===== config.mk =====
export PLATFORM = sky130hd
export DESIGN_NAME = fifo_with_key_search_core_flat
export DESIGN_NICKNAME = d
export VERILOG_FILES = /design/src/fwks_pkg.sv /design/src/fwks_chan_if.sv /design/src/fifo_with_key_search_core.sv /design/src/fwks_cell.sv /design/src/fwks_scan.sv /design/src/flat_wrapper.sv
export SDC_FILE = /design/constraint.sdc
export NUM_CORES = 1
export LEC_CHECK = 0
export BUFFER_PORTS_ARGS = -buffer_cell sky130_fd_sc_hd__buf_4
export CAP_MARGIN = 30
export CORE_MARGIN = 2
export CORE_UTILIZATION = 55
export CTS_BUF_LIST = sky130_fd_sc_hd__clkbuf_16
export DETAILED_ROUTE_END_ITERATION = 12
export GPL_ROUTABILITY_DRIVEN = 0
export PLACE_DENSITY = 0.74
export SYNTH_ARGS = -nofsm -noshare
export SYNTH_HDL_FRONTEND = slang
export SYNTH_SLANG_ARGS = --single-unit

===== constraint.sdc =====
create_clock -name clock -period 3.9 [get_ports clock]
set_input_delay 0.195 -clock clock [delete_from_list [all_inputs] [get_ports clock]]
set_output_delay 0.195 -clock clock [all_outputs]
set_load 0.02 [all_outputs]

===== src/fwks_pkg.sv =====
package fwks_pkg;

   // Queue depth used when the top level is not given another.
   localparam int unsigned DEFAULT_DEPTH = 16;

   // Field widths of the channels.
   localparam int unsigned KEY_W = 32;
   localparam int unsigned OP_W  = 3;
   localparam int unsigned POS_W = 4;
   localparam int unsigned OCC_W = 5;

   // The search scanner inspects this many cells per cycle.
   localparam int unsigned SCAN_GROUP   = 8;
   localparam int unsigned SCAN_GROUP_W = $clog2(SCAN_GROUP);

   typedef enum logic [OP_W-1:0] {
      OP_ENQUEUE = 3'd0,
      OP_DEQUEUE = 3'd1,
      OP_PEEK    = 3'd2,
      OP_SEARCH  = 3'd3,
      OP_CLEAR   = 3'd4
   } op_type;

   typedef struct packed {
      logic [OP_W-1:0]         operation;
      logic signed [KEY_W-1:0] key;
   } req_payload_type;

   typedef struct packed {
      logic                    ok;
      logic signed [KEY_W-1:0] key_out;
      logic signed [KEY_W-1:0] last_key;
      logic                    found;
      logic [POS_W-1:0]        position;
      logic [OCC_W-1:0]        occupancy;
   } rsp_payload_type;

   // Commands broadcast from the controller to every cell of the chain.
   typedef struct packed {
      logic                    write;
      logic                    shift;
      logic                    capture;
      logic signed [KEY_W-1:0] key;
   } cell_ctrl_type;

   // Status handed from the search scanner back to the controller.
   typedef struct packed {
      logic             idle;
      logic             done;
      logic             found;
      logic [POS_W-1:0] position;
   } scan_status_type;

endpackage


===== src/fwks_chan_if.sv =====
interface fwks_chan_if #(
   parameter type payload_type = logic
) ();

   logic        valid;
   logic        ready;
   payload_type payload;

   modport source (output valid, output payload, input ready);
   modport sink   (input valid, input payload, output ready);

endinterface


===== src/fifo_with_key_search_core.sv =====
// First-in first-out queue of signed 32-bit keys with a key search.
// The req channel carries one operation and a key per transfer: enqueue,
// dequeue, peek at first and last, search, or clear. The rsp channel returns
// exactly one result per request, in order, with ok, the keys read, the
// search outcome and the occupancy after the operation.
// Entries sit in a chain of cells aligned to the head: enqueue writes the
// cell at the current occupancy, dequeue moves every key one cell down.
// Every operation but search gives its result in the cycle after the request.
// A search compares every cell in its request cycle, then a scanner walks
// the match bits eight cells per cycle from the head and stops at the first
// group with a match or at the last group; no request is taken meanwhile.
// Other operations sustain one transfer per cycle while every result is taken.
// Results wait in an output register: while the receiver stalls, one result
// is held and a new request is taken only in a cycle where that register is
// empty or being drained.
// Reset empties the queue and the output register; stored keys are not
// cleared and are only read once written.
module fifo_with_key_search_core #(
   parameter int unsigned DEPTH = fwks_pkg::DEFAULT_DEPTH
) (
   input  logic        clock,
   input  logic        reset,
   fwks_chan_if.sink   req,
   fwks_chan_if.source rsp
);
   import fwks_pkg::*;

   localparam int unsigned CNT_W = $clog2(DEPTH + 1);

   logic [CNT_W-1:0]        count_ff;
   logic [CNT_W-1:0]        count_in;
   logic signed [KEY_W-1:0] last_ff;
   logic signed [KEY_W-1:0] last_in;
   logic                    rsp_valid_ff;
   logic                    rsp_valid_in;
   rsp_payload_type         rsp_data_ff;
   rsp_payload_type         rsp_data_in;

   logic                    accept;
   op_type                  op;
   cell_ctrl_type           ctrl;
   logic                    scan_start;
   scan_status_type         scan;
   logic                    load_now;
   rsp_payload_type         now_data;
   logic [CNT_W+OCC_W-1:0]  occ_cur_ext;

   logic signed [KEY_W-1:0] cell_data [DEPTH];
   logic signed [KEY_W-1:0] next_data [DEPTH];
   logic [DEPTH-1:0]        wr_sel;
   logic [DEPTH-1:0]        in_use;
   logic [DEPTH-1:0]        match;

   assign req.ready = scan.idle && (!rsp_valid_ff || rsp.ready);
   assign accept    = req.valid && req.ready;
   assign op        = op_type'(req.payload.operation);

   // Decode the accepted operation into cell commands and an immediate result.
   always_comb begin
      count_in   = count_ff;
      last_in    = last_ff;
      scan_start = 1'b0;
      load_now   = 1'b0;
      ctrl.write   = 1'b0;
      ctrl.shift   = 1'b0;
      ctrl.capture = 1'b0;
      ctrl.key     = req.payload.key;
      now_data.ok       = 1'b0;
      now_data.key_out  = '0;
      now_data.last_key = '0;
      now_data.found    = 1'b0;
      now_data.position = '0;
      if (accept) begin
         load_now = 1'b1;
         unique case (op)
            OP_ENQUEUE: begin
               if (count_ff != CNT_W'(DEPTH)) begin
                  ctrl.write  = 1'b1;
                  count_in    = count_ff + CNT_W'(1);
                  last_in     = req.payload.key;
                  now_data.ok = 1'b1;
               end
            end
            OP_DEQUEUE: begin
               if (count_ff != '0) begin
                  ctrl.shift       = 1'b1;
                  count_in         = count_ff - CNT_W'(1);
                  now_data.key_out = cell_data[0];
                  now_data.ok      = 1'b1;
               end
            end
            OP_PEEK: begin
               if (count_ff != '0) begin
                  now_data.key_out  = cell_data[0];
                  now_data.last_key = last_ff;
                  now_data.ok       = 1'b1;
               end
            end
            OP_SEARCH: begin
               ctrl.capture = 1'b1;
               scan_start   = 1'b1;
               load_now     = 1'b0;
            end
            OP_CLEAR: begin
               count_in    = '0;
               now_data.ok = 1'b1;
            end
            default: begin
            end
         endcase
      end
      // The result reports the occupancy after the operation.
      now_data.occupancy = OCC_W'(count_in);
   end

   assign occ_cur_ext = {OCC_W'(0), count_ff};

   // Output register: loaded by an immediate result or a finished search.
   always_comb begin
      rsp_valid_in = rsp_valid_ff && !rsp.ready;
      rsp_data_in  = rsp_data_ff;
      if (load_now) begin
         rsp_valid_in = 1'b1;
         rsp_data_in  = now_data;
      end else if (scan.done) begin
         rsp_valid_in          = 1'b1;
         rsp_data_in.ok        = 1'b1;
         rsp_data_in.key_out   = '0;
         rsp_data_in.last_key  = '0;
         rsp_data_in.found     = scan.found;
         rsp_data_in.position  = scan.position;
         rsp_data_in.occupancy = occ_cur_ext[OCC_W-1:0];
      end
   end

   always_ff @(posedge clock) begin
      if (reset) begin
         count_ff     <= '0;
         rsp_valid_ff <= 1'b0;
      end else begin
         count_ff     <= count_in;
         rsp_valid_ff <= rsp_valid_in;
      end
      last_ff     <= last_in;
      rsp_data_ff <= rsp_data_in;
   end

   assign rsp.valid   = rsp_valid_ff;
   assign rsp.payload = rsp_data_ff;

   // Chain of cells, index zero at the head of the queue.
   for (genvar i = 0; i < DEPTH; i++) begin : g_cell
      assign wr_sel[i] = (count_ff == CNT_W'(i));
      assign in_use[i] = (count_ff > CNT_W'(i));
      if (i == DEPTH - 1) begin : g_tail
         assign next_data[i] = cell_data[i];
      end else begin : g_inner
         assign next_data[i] = cell_data[i+1];
      end
      fwks_cell u_cell (
         .clock     (clock),
         .ctrl      (ctrl),
         .wr_sel    (wr_sel[i]),
         .in_use    (in_use[i]),
         .next_data (next_data[i]),
         .data      (cell_data[i]),
         .match     (match[i])
      );
   end

   fwks_scan #(
      .DEPTH (DEPTH)
   ) u_scan (
      .clock  (clock),
      .reset  (reset),
      .start  (scan_start),
      .match  (match),
      .status (scan)
   );

   // The occupancy never exceeds the number of cells.
   a_count_bound: assert property (@(posedge clock) disable iff (reset)
      count_ff <= CNT_W'(DEPTH))
      else $error("occupancy beyond queue depth");

   // A search is taken only with the output register free or being drained, and it is then left empty.
   a_search_clear_out: assert property (@(posedge clock) disable iff (reset)
      (accept && op == OP_SEARCH) |=> !rsp_valid_ff)
      else $error("output register busy during search");

   // A refused enqueue leaves the occupancy alone.
   a_full_enq: assert property (@(posedge clock) disable iff (reset)
      (accept && op == OP_ENQUEUE && count_ff == CNT_W'(DEPTH)) |=> $stable(count_ff))
      else $error("full enqueue changed occupancy");

   // A successful dequeue removes exactly one entry.
   a_deq_count: assert property (@(posedge clock) disable iff (reset)
      (accept && op == OP_DEQUEUE && count_ff != '0) |=>
         (count_ff == $past(count_ff) - CNT_W'(1)))
      else $error("dequeue did not remove one entry");

endmodule


===== src/fwks_cell.sv =====
module fwks_cell (
   input  logic                                      clock,
   input  fwks_pkg::cell_ctrl_type                   ctrl,
   input  logic                                      wr_sel,
   input  logic                                      in_use,
   input  logic signed [fwks_pkg::KEY_W-1:0]         next_data,
   output logic signed [fwks_pkg::KEY_W-1:0]         data,
   output logic                                      match
);
   import fwks_pkg::*;

   logic signed [KEY_W-1:0] data_ff;
   logic signed [KEY_W-1:0] data_in;
   logic                    match_ff;
   logic                    match_in;

   // A selected write takes the new key; a dequeue pulls the neighbour's key down.
   always_comb begin
      data_in = data_ff;
      if (ctrl.write && wr_sel) begin
         data_in = ctrl.key;
      end else if (ctrl.shift) begin
         data_in = next_data;
      end
   end

   // Only occupied cells may report a match.
   assign match_in = in_use && (data_ff == ctrl.key);

   always_ff @(posedge clock) begin
      data_ff <= data_in;
      if (ctrl.capture) begin
         match_ff <= match_in;
      end
   end

   assign data  = data_ff;
   assign match = match_ff;

endmodule


===== src/fwks_scan.sv =====
module fwks_scan #(
   parameter int unsigned DEPTH = fwks_pkg::DEFAULT_DEPTH
) (
   input  logic                      clock,
   input  logic                      reset,
   input  logic                      start,
   input  logic [DEPTH-1:0]          match,
   output fwks_pkg::scan_status_type status
);
   import fwks_pkg::*;

   localparam int unsigned NGROUP = (DEPTH + SCAN_GROUP - 1) / SCAN_GROUP;
   localparam int unsigned GIDX_W = (NGROUP > 1) ? $clog2(NGROUP) : 1;

   typedef enum logic {
      SCAN_IDLE,
      SCAN_RUN
   } scan_state_type;

   scan_state_type                   state_ff;
   scan_state_type                   state_in;
   logic [GIDX_W-1:0]                grp_ff;
   logic [GIDX_W-1:0]                grp_in;
   logic [NGROUP*SCAN_GROUP-1:0]     match_pad;
   logic [SCAN_GROUP-1:0]            grp_bits;
   logic [SCAN_GROUP_W-1:0]          low;
   logic                             any;
   logic                             last;
   logic [GIDX_W+SCAN_GROUP_W-1:0]   full_pos;

   // Pad the match bits to whole groups so that the tail group reads zeros.
   always_comb begin
      match_pad = '0;
      match_pad[DEPTH-1:0] = match;
   end

   assign grp_bits = match_pad[grp_ff*SCAN_GROUP +: SCAN_GROUP];
   assign any      = |grp_bits;
   assign last     = (grp_ff == GIDX_W'(NGROUP - 1));

   // Lowest matching cell within the current group.
   always_comb begin
      low = '0;
      for (int b = SCAN_GROUP - 1; b >= 0; b--) begin
         if (grp_bits[b]) begin
            low = SCAN_GROUP_W'(b);
         end
      end
   end

   assign full_pos = {grp_ff, low};

   // Walk the groups from the head until a match or the end of the chain.
   always_comb begin
      state_in = state_ff;
      grp_in   = grp_ff;
      unique case (state_ff)
         SCAN_IDLE: begin
            if (start) begin
               state_in = SCAN_RUN;
               grp_in   = '0;
            end
         end
         SCAN_RUN: begin
            if (any || last) begin
               state_in = SCAN_IDLE;
            end else begin
               grp_in = grp_ff + GIDX_W'(1);
            end
         end
         default: begin
            state_in = SCAN_IDLE;
         end
      endcase
   end

   always_ff @(posedge clock) begin
      if (reset) begin
         state_ff <= SCAN_IDLE;
         grp_ff   <= '0;
      end else begin
         state_ff <= state_in;
         grp_ff   <= grp_in;
      end
   end

   assign status.idle     = (state_ff == SCAN_IDLE);
   assign status.done     = (state_ff == SCAN_RUN) && (any || last);
   assign status.found    = any;
   assign status.position = any ? full_pos[POS_W-1:0] : '0;

endmodule


===== src/flat_wrapper.sv =====
// flat-port wrapper written by rule: the top's interface ports become plain ports
module fifo_with_key_search_core_flat import fwks_pkg::*;
#(
   parameter int unsigned DEPTH = fwks_pkg::DEFAULT_DEPTH
)
  (clock, reset, req_valid, req_payload, req_ready, rsp_valid, rsp_payload, rsp_ready);
  fwks_chan_if #(.payload_type(req_payload_type)) req_i ();
  fwks_chan_if #(.payload_type(rsp_payload_type)) rsp_i ();
  input  logic clock;
  input  logic reset;
  input wire logic [$bits(req_i.valid)-1:0] req_valid;
  input wire logic [$bits(req_i.payload)-1:0] req_payload;
  output wire logic [$bits(req_i.ready)-1:0] req_ready;
  output wire logic [$bits(rsp_i.valid)-1:0] rsp_valid;
  output wire logic [$bits(rsp_i.payload)-1:0] rsp_payload;
  input wire logic [$bits(rsp_i.ready)-1:0] rsp_ready;
  assign req_i.valid = req_valid;
  assign req_i.payload = req_payload;
  assign req_ready = req_i.ready;
  assign rsp_valid = rsp_i.valid;
  assign rsp_payload = rsp_i.payload;
  assign rsp_i.ready = rsp_ready;
  fifo_with_key_search_core #(.DEPTH(DEPTH)) u_core (.clock(clock), .reset(reset), .req(req_i), .rsp(rsp_i));
endmodule

==> run_results.csv, run 1 <==
group,metric,value,unit
synth,synth-seq-cells,643,
detailed_routing,routed_wl,90760,um
critical_path,crit_path_frequent_cell,"buf_4",
synth,synth_warnings,0,
clocking,root_buffer,"clkbuf_16",
critical_path,crit_path_cell_trace,"inv_1, ha_1, or4b_1, nand3_1, buf_4, nand2_1, buf_4",
final_layout,multi_input_area,0.01263,mm2
sta,finalHoldViolCount,0,
detailed_routing,vias,19820,
clocking,cts_max_level,3,
clocking,cts_buffer_depth,3,
final_layout,utilization,62.07,%
place,dp.cells,3057,
sta,clock_skew,0.02854,ns
status,status,"completed",
critical_path,cp_slowest_stage_delay,0.61,ns
floorplan,row_count,89,
sta,tightest_slew,0.9017,ns
synth,synth-edff-count,630,
floorplan,coreArea,0.05902,mm2
synth,syn_nets,2327,
final_layout,stdcell_count,3186,
sta,relSlewSlack,39.42,%
detailed_routing,first_iter_violations,2172,
grt,grt_pass1_wl,132500,um
final_layout,syn2layout_area_growth,11.47,%
synth,synth_cell_types,60,
sta,max_freq,310.6,MHz
critical_path,crit_path_end_kind,"register",
grt,grt_start_max_net_pins,38,
sta,fin_crit_sh,82.55,%
sta,rsz0062_at_grt,"no",
sta,setup_viol,0,
critical_path,worstPathMaxFanout,32,
final_layout,drive_above_1_share,21.77,%
sta,tns,0,ns
place,dp_hpwl,62040,um
clocking,clkSinkCount,643,
clocking,cts_tree,"yes",
final_layout,seq_area,0.01918,mm2
critical_path,slowest_stage,"nand3_1",
job,drv_cap,0,
place,port_buffers,115,
synth,synth_ff_type,"edfxtp_1",
final_layout,nFillCells,4339,
synth,synth_area,0.03286,mm2
floorplan,die_h,248.4,um
sta,drv_slew,0,
clocking,path_clk_slew,0.06,ns
synth,syn-instance-count,2282,
synth,avgSynthCellArea,14.40,um2
floorplan,dieWidth,248.4,um
detailed_routing,via_per_inst,6.221,
floorplan,dieArea,0.06172,mm2
pwr,finalPower,0.01498,W
synth,async_flop_share,0,%
worst_hold_path,hold_path.class,"in2reg",
grt,grt_antenna_before_repair,1,
final_layout,fin_nets,2406,
synth,synth-seq-area-share,58.36,%
clocking,numCtsBuffers,70,
clocking,insertion_delay,0.61,ns
critical_path,crit_required,4.14,ns
grt,grt_usage,28.92,%
detailed_routing,dr.pass1.iters,5,
detailed_routing,wl_per_cell,28.49,um
pwr,vdd_drop_max,0.0004073,V
floorplan,io_pins,116,
critical_path,timing.critical_path.buf_inv,3,
detailed_routing,drc_errors,0,
floorplan,start_util,55.68,%
detailed_routing,ant_nets,0,
sta,fin_crit,3.219,ns
grt,grt_pass1_vias,19980,
critical_path,critical_path.startpoint_type,"register",
critical_path,crit_family,"buffers and inverters",
grt,gr-total-overflow,0,
critical_path,critPathKind,"reg2reg",
clocking,cts_setup_buffers,0,
critical_path,arrival,3.46,ns
pwr,p_leak,12.65,nW
pwr,p_per_area,408.9,mW/mm2
[cell families after synthesis]
| kind of cell | synth area share, % |
|---|---|
| flops | 58.36 |
| compound gates | 1.314 |
| buf+inv | 3.248 |
| mux | 16.71 |
| xor+xnor | 13.67 |
| fa+ha+maj | 0.2284 |
| simple gates | 6.469 |
[Yosys cell counts (all sizes together) (2+ instances only)]
| cell | count | area, um2 |
|---|---|---|
| inv | 18 | 67.56 |
| nand2 | 32 | 125.1 |
| edfxtp | 630 | 18920 |
| nand4 | 59 | 369.1 |
| buf | 110 | 654.4 |
| nor4 | 97 | 606.8 |
| xor2 | 343 | 3004 |
| o211ai | 2 | 15.01 |
| xnor2 | 170 | 1489 |
| a2bb2oi | 2 | 17.52 |
| o22ai | 2 | 12.51 |
| a21oi | 13 | 65.06 |
| nand2b | 8 | 57.55 |
| and2 | 67 | 419.2 |
| a2111oi | 4 | 41.29 |
| nor2b | 5 | 31.28 |
| dfxtp | 13 | 260.3 |
| nor3 | 16 | 96.35 |
| nor3b | 5 | 37.54 |
| o21a | 2 | 15.01 |
| ha | 6 | 75.07 |
| a22o | 3 | 26.28 |
| o2111ai | 3 | 26.28 |
| o21ai | 16 | 80.07 |
| nand3 | 23 | 130.1 |
| o2bb2ai | 4 | 35.03 |
| nor2 | 23 | 96.35 |
| o31ai | 4 | 30.03 |
| mux2 | 481 | 5492 |
| and3 | 16 | 105.1 |
| clkbuf | 92 | 345.3 |
[stage by stage]
step | hold slack, ns | setup WS, ns | instance area, um2
final | 0.02340 | 0.6807 | 36630
after global routing | 0.01582 | 0.5664 | 36630
after CTS | 0.002093 | 0.7486 | 36630
after detailed placement | 0.4581 | 0.7804 | 34390
after global placement | 0.4505 | 0.8923 | 34380
after floorplan | 0.2939 | 0.4083 | 32860
[area by class of cell]
class	count	share of cell area (%)
multi-input combinational	1419	34.48
antenna	1	0.006831
sequential	643	52.35
timing repair buffer	209	4.348
clock inverter	52	1.134
clock buffer	71	4.850
inverter	18	0.1844
tap	773	2.640
[flip-flops by register name, summed over array words and instances, names as in the netlist]
signal,cells
u_core.count_ff,5
u_core.g_cell.u_cell.data,512
u_core.g_cell.u_cell.match,16
u_core.last_ff,32
u_core.rsp.payload,75
u_core.rsp.valid,1
u_core.u_scan.grp_ff,1
u_core.u_scan.state_ff,1
[worst paths after layout]
check,startpoint,to,slack (ns),cells after the start
setup / recovery,u_core.count_ff[0],u_core.g_cell[14].u_cell.data[25],0.68,7
hold / removal,req_payload[5],u_core.last_ff[5],0.02,1
setup reg to reg,u_core.count_ff[0],u_core.g_cell[14].u_cell.data[25],0.68,7
hold reg to reg,u_core.rsp.payload[5],u_core.rsp.payload[5],0.49,1
[layout by cell type (no fill, tap or decap), types with 4 or more instances in the layout]
cell type      instances
nor2_1                21
mux2_4                20
mux2_2               186
xor2_1               343
clkbuf_16             71
nor4_1                97
clkinv_2              12
nand3_1               20
o2bb2ai_1              4
a21oi_1               13
bufinv_16              6
nor3_1                13
ha_1                   6
dlygate4sd3_1          4
nor2b_1                5
dfxtp_1               13
nor3b_1                5
nand4_1               59
nand2_1               30
buf_4                202
and3_1                14
edfxtp_1             630
nand2b_1               7
o31ai_1                4
and2_1                67
clkinv_1              12
xnor2_1              170
inv_1                 31
o21ai_0               15
mux2_1               275
[layer usage]
layer  routed length (um)  GRT usage, %  share of wire, %  vias up
met3                 7762         5.956               8.6      196
li1                     -             -                 -     8524
met4                 3812         12.57               4.2        2
met2                42060         45.82                46     1067
met5                    9             0            0.0099        -
met1                37120         38.78                41    10030
[what timing repair did]
action / 4_1_cts / 5_1_grt
resized for setup: 0 / 0
hold buffers: 4 / 0
hold endpoints to repair: 10 / 0
[report_power, final]
part           leakage [nW]  switching, W  internal [W]  total (W)
sequential             5.84     0.0000358       0.00758    0.00762
clock                  1.13       0.00272       0.00371    0.00643
combinational          5.68      0.000632      0.000301   0.000933
(Power assumes the default switching activity.)
==> run 2: changes to the inputs <==
- PLACE_DENSITY: 0.74 -> 0.77
- clock period: 3.9 -> 2.6 ns (I/O delays scaled with it)
==> run_results.csv, run 2 (synthesized netlist as in run 1, its figures left out) <==
group,metric,value,unit
grt,grt_usage,29.55,%
floorplan,start_util,55.68,%
sta,drv_slew,0,
floorplan,coreArea,0.05902,mm2
worst_hold_path,hold_path.class,"in2reg",
detailed_routing,first_iter_violations,2358,
floorplan,row_count,89,
grt,grt_start_max_net_pins,71,
pwr,switching_share,22.55,%
floorplan,dieArea,0.06172,mm2
critical_path,critical_path.startpoint_type,"primary input",
status,status,"completed",
grt,gr-total-overflow,0,
sta,max_freq,393.3,MHz
critical_path,cp_slowest_stage_delay,0.53,ns
clocking,numCtsBuffers,70,
final_layout,drive_above_1_share,23.69,%
final_layout,syn2layout_area_growth,14.20,%
grt,grt_pass1_vias,20430,
detailed_routing,dr.pass1.iters,8,
critical_path,crit_path_end_kind,"register",
detailed_routing,drc_errors,0,
place,port_buffers,115,
pwr,p_comb_share,6.5,%
sta,whs,0.04124,ns
job,drv_cap,0,
final_layout,utilization,63.59,%
clocking,cts_tree,"yes",
final_layout,layout_commonest_cell,"edfxtp_1",
floorplan,die_h,248.4,um
final_layout,largest_reg_flops,512,
critical_path,critPathKind,"in2reg",
sta,worst_slack,0.05741,ns
sta,clock_skew,0.02571,ns
sta,rsz0062_at_grt,"no",
critical_path,timing.critical_path.buf_inv,3,
detailed_routing,routed_wl,92600,um
floorplan,io_pins,116,
pwr,vdd_drop_max,0.0007690,V
grt,grt_pass1_wl,135100,um
pwr,power_frac_seq,50.5,%
place,place_ws,-0.3537,ns
clocking,root_buffer,"clkbuf_16",
pwr,net-switching-power,0.005102,W
critical_path,crit_family,"buffers and inverters",
critical_path,arrival,2.87,ns
clocking,cts_buffer_depth,3,
grt,grt_antenna_before_repair,0,
detailed_routing,ant_nets,0,
sta,tightest_slew,0.8291,ns
detailed_routing,via_per_inst,6.200,
final_layout,fin_nets,2465,
sta,fin_crit,2.543,ns
detailed_routing,wl_per_cell,28.51,um
pwr,power.internal,0.01752,W
pwr,p_per_area,602.9,mW/mm2
pwr,clock_power_share,43.0,%
detailed_routing,vias,20140,
clocking,clkSinkCount,643,
sta,fin_crit_sh,97.79,%
critical_path,worstPathMaxFanout,16,
clocking,cts_max_level,3,
place,dp_hpwl,63930,um
pwr,finalPower,0.02263,W
sta,relSlewSlack,44.22,%
clocking,path_clk_slew,0.06,ns
final_layout,stdcell_count,3248,
sta,setup_viol,0,
clocking,cts_setup_buffers,0,
floorplan,dieWidth,248.4,um
sta,finalHoldViolCount,0,
clocking,insertion_delay,0.62,ns
critical_path,crit_path_cell_trace,"dlygate4sd3_1, buf_4, buf_4, xnor2_1, nand4_1, nor4_1, nand4_1, a2111oi_2",
critical_path,slowest_stage,"dlygate4sd3_1",
critical_path,crit_required,2.93,ns
pwr,p_leak,13.02,nW
place,dp.cells,3096,
final_layout,layout_common_cells,"630 x edfxtp_1, 343 x xor2_1, 275 x mux2_1",
## run 2: power groups by stage
| stage | registers [W] | logic, W | clock network [W] |
|---|---|---|---|
| after CTS | 0.0114 | 0.00146 | 0.00986 |
| after floorplan | 0.0117 | 0.000737 | 0 |
| final | 0.0114 | 0.00148 | 0.00972 |
| after detailed placement | 0.0116 | 0.00142 | 0 |
| after global routing | 0.0114 | 0.00154 | 0.0103 |
| after global placement | 0.0116 | 0.00140 | 0 |
## run 2: metal layers
metal	vias up	track usage, %	wire length, um
met5	-	0	0
met4	0	15.53	4977
met3	252	5.056	7230
met2	1066	48.88	44700
met1	10180	37.34	35690
li1	8644	-	-
## run 2: worst paths after layout
path | start | to | slack [ns] | depth (start not counted)
setup / recovery | req_payload[12] | u_core.g_cell[10].u_cell.match | 0.06 | 8
hold / removal | req_payload[13] | u_core.last_ff[13] | 0.04 | 1
setup reg to reg | u_core.g_cell[10].u_cell.data[1] | u_core.g_cell[10].u_cell.match | 0.06 | 5
hold reg to reg | u_core.rsp.payload[9] | u_core.rsp.payload[9] | 0.46 | 1
## run 2: cell type report
type	count	area (um2)
clock inverters	52	370.4
fillers	4214	21490
flip-flops and latches	643	19180
multi-input cells	1419	12740
inverters	18	71.32
repair buffers	268	2347
diodes	1	2.502
clock buffers	74	1852
well taps	773	967.2
## run 2: repair_timing
| item | 4_1_cts | 5_1_grt |
|---|---|---|
| hold buffers | 25 | 0 |
| setup endpoints to repair | 1 | 0 |
| endpoints found under the hold margin | 44 | 0 |
| resized for setup | 2 | 0 |
## run 2: worst register-to-register path, stage by stage (launching register included)
cell and delay (ns):
edfxtp_1 0.51, xnor2_1 0.22, nand4_1 0.14, nor4_1 0.51
nand4_1 0.36, a2111oi_2 0.52
## run 2: stage by stage
stage / cell area [um2] / TNS (ns)
6_report: 37530 / 0
2_1_floorplan: 32970 / -48.80
3_5_place_dp: 35050 / -0.3537
4_1_cts: 37530 / 0
3_3_place_gp: 35040 / -0.6954
5_1_grt: 37530 / 0
==> run 3: changes to the inputs <==
- PLACE_DENSITY: 0.77 -> 0.74
- clock period: 2.6 -> 2.55 ns (I/O delays scaled with it)
==> run_results.csv, run 3 (synthesized netlist as in run 1, its figures left out) <==
group,metric,value,unit
status,status,"completed",
sta,finalHoldViolCount,0,
grt,grt_usage,28.67,%
critical_path,r2r-end,"u_core.g_cell[10].u_cell.match",
grt,gr-total-overflow,0,
pwr,p_leak,13.07,nW
final_layout,multi_input_area,0.01276,mm2
clocking,cts_setup_buffers,0,
critical_path,crit_path_frequent_cell,"buf_4",
critical_path,crit_required,2.85,ns
job,drv_cap,0,
final_layout,seq_area,0.01918,mm2
critical_path,arrival,2.76,ns
grt,grt_antenna_before_repair,5,
final_layout,drive_above_1_share,23.81,%
critical_path,reg2reg_depth,6,
sta,rsz0062_at_grt,"no",
final_layout,fin_nets,2463,
place,place_ws,-0.1176,ns
critical_path,critPathKind,"in2reg",
grt,grt_pass1_vias,20000,
final_layout,layout_commonest_cell,"edfxtp_1",
detailed_routing,ant_nets,0,
grt,grt_start_max_net_pins,71,
critical_path,crit_path_end_kind,"register",
floorplan,coreArea,0.05902,mm2
detailed_routing,drc_errors,0,
clocking,clkSinkCount,643,
critical_path,critical_path.startpoint_type,"primary input",
sta,setup_viol,0,
critical_path,crit_end,"u_core.g_cell[11].u_cell.match",
critical_path,r2r_start,"u_core.g_cell[10].u_cell.data[31]",
critical_path,slowest_stage,"nor3_1",
detailed_routing,first_iter_violations,2178,
worst_hold_path,hold_path.class,"in2reg",
floorplan,die_h,248.4,um
clocking,root_buffer,"clkbuf_16",
clocking,numCtsBuffers,69,
detailed_routing,via_per_inst,6.102,
floorplan,row_count,89,
critical_path,cp_slowest_stage_delay,0.71,ns
pwr,p_per_area,614.7,mW/mm2
sta,relSlewSlack,45.14,%
critical_path,r2r_setup_slack,0.10,ns
detailed_routing,dr.pass1.iters,5,
detailed_routing,routed_wl,89660,um
clocking,cts_tree,"yes",
sta,drv_slew,0,
place,dp_hpwl,62250,um
grt,grt_pass1_wl,132200,um
floorplan,io_pins,116,
worst_hold_path,hold_depth,1,
sta,fin_crit,2.460,ns
critical_path,crit_start,"req_payload[9]",
final_layout,nFillCells,4195,
clocking,cts_max_level,3,
final_layout,layout_common_cells,"630 x edfxtp_1, 343 x xor2_1, 275 x mux2_1",
sta,tightest_slew,0.8167,ns
detailed_routing,vias,19800,
sta,whs,0.02607,ns
final_layout,syn2layout_area_growth,14.50,%
critical_path,worstPathMaxFanout,19,
floorplan,dieWidth,248.4,um
sta,clock_skew,0.03018,ns
floorplan,dieArea,0.06172,mm2
sta,fin_crit_sh,96.46,%
clocking,path_clk_slew,0.06,ns
sta,max_freq,406.5,MHz
place,port_buffers,115,
final_layout,largest_reg_flops,512,
pwr,vdd_drop_max,0.0005632,V
clocking,insertion_delay,0.61,ns
detailed_routing,wl_per_cell,27.64,um
final_layout,utilization,63.76,%
critical_path,crit_path_cell_trace,"dlygate4sd3_1, buf_4, buf_4, xor2_1, nor4_1, nand4_1, nor3_1",
floorplan,start_util,55.68,%
sta,worst_slack,0.09016,ns
clocking,cts_buffer_depth,3,
## run 3: cell types whose count changed in the layout (fill, tap and decap cells not counted), moves of 3 or more
cell       delta
buf_12        +6
buf_4         -5
bufinv_16     +3
clkbuf_16     -3
clkinv_1      -5
inv_1         +3
## run 3: area by class of cell
type                    count  area share, %
diodes                      1       0.006650
well taps                 773          2.570
clock inverters            52          1.207
flip-flops and latches    643          50.97
clock buffers              71          4.722
multi-input cells        1419          33.91
repair buffers            267          6.421
inverters                  18         0.1895
## run 3: through the flow
step                setup TNS (ns)  total power (W)  instances  instance area (um2)
floorplan                   -68.63          0.01271       2282                32980
detailed placement         -0.1176          0.01333       3097                35140
CTS                              0          0.02323       3243                37610
global placement           -0.1002          0.01330       3096                35130
global route                     0          0.02375       3243                37630
finish                           0          0.02313       3244                37630
## run 3: routing by layer
metal / up-vias / GRT usage [%] / routed length [um]
li1: 8656 / - / -
met1: 10010 / 39.38 / 37310
met3: 165 / 6.197 / 7920
met5: - / 0 / 54
met4: 8 / 10.09 / 2841
met2: 953 / 45.21 / 41530
## run 3: power breakdown
part,switching [W],internal [W],leakage [nW],total (W)
registers,0.0000515,0.0116,5.84,0.0116
logic,0.000974,0.000535,6.07,0.00151
clock network,0.00411,0.00586,1.16,0.00997
## run 3: timing repair
action / 4_1_cts / 5_1_grt
hold buffers: 23 / 0
endpoints found under the hold margin: 27 / 0
setup endpoints to repair: 1 / 3
resized for setup: 1 / 3
## run 3: worst min path at each step
stage | start | end | slack (ns)
CTS | req_payload[7] | u_core.last_ff[7] | 0.008
finish | req_payload[7] | u_core.last_ff[7] | 0.03
floorplan | req_payload[0] | u_core.g_cell[15].u_cell.data[0] | 0.23
detailed placement | reset | u_core.u_scan.state_ff | 0.39
global placement | reset | u_core.rsp.valid | 0.37
global route | req_payload[28] | u_core.last_ff[28] | 0.02
## run 3: critical path: cells and delay by family
kind                      cells  cell delay, ns
buffers and inverters         3            1.27
and+or+nand+nor               3            1.26
xor gates and xnor gates      1            0.09
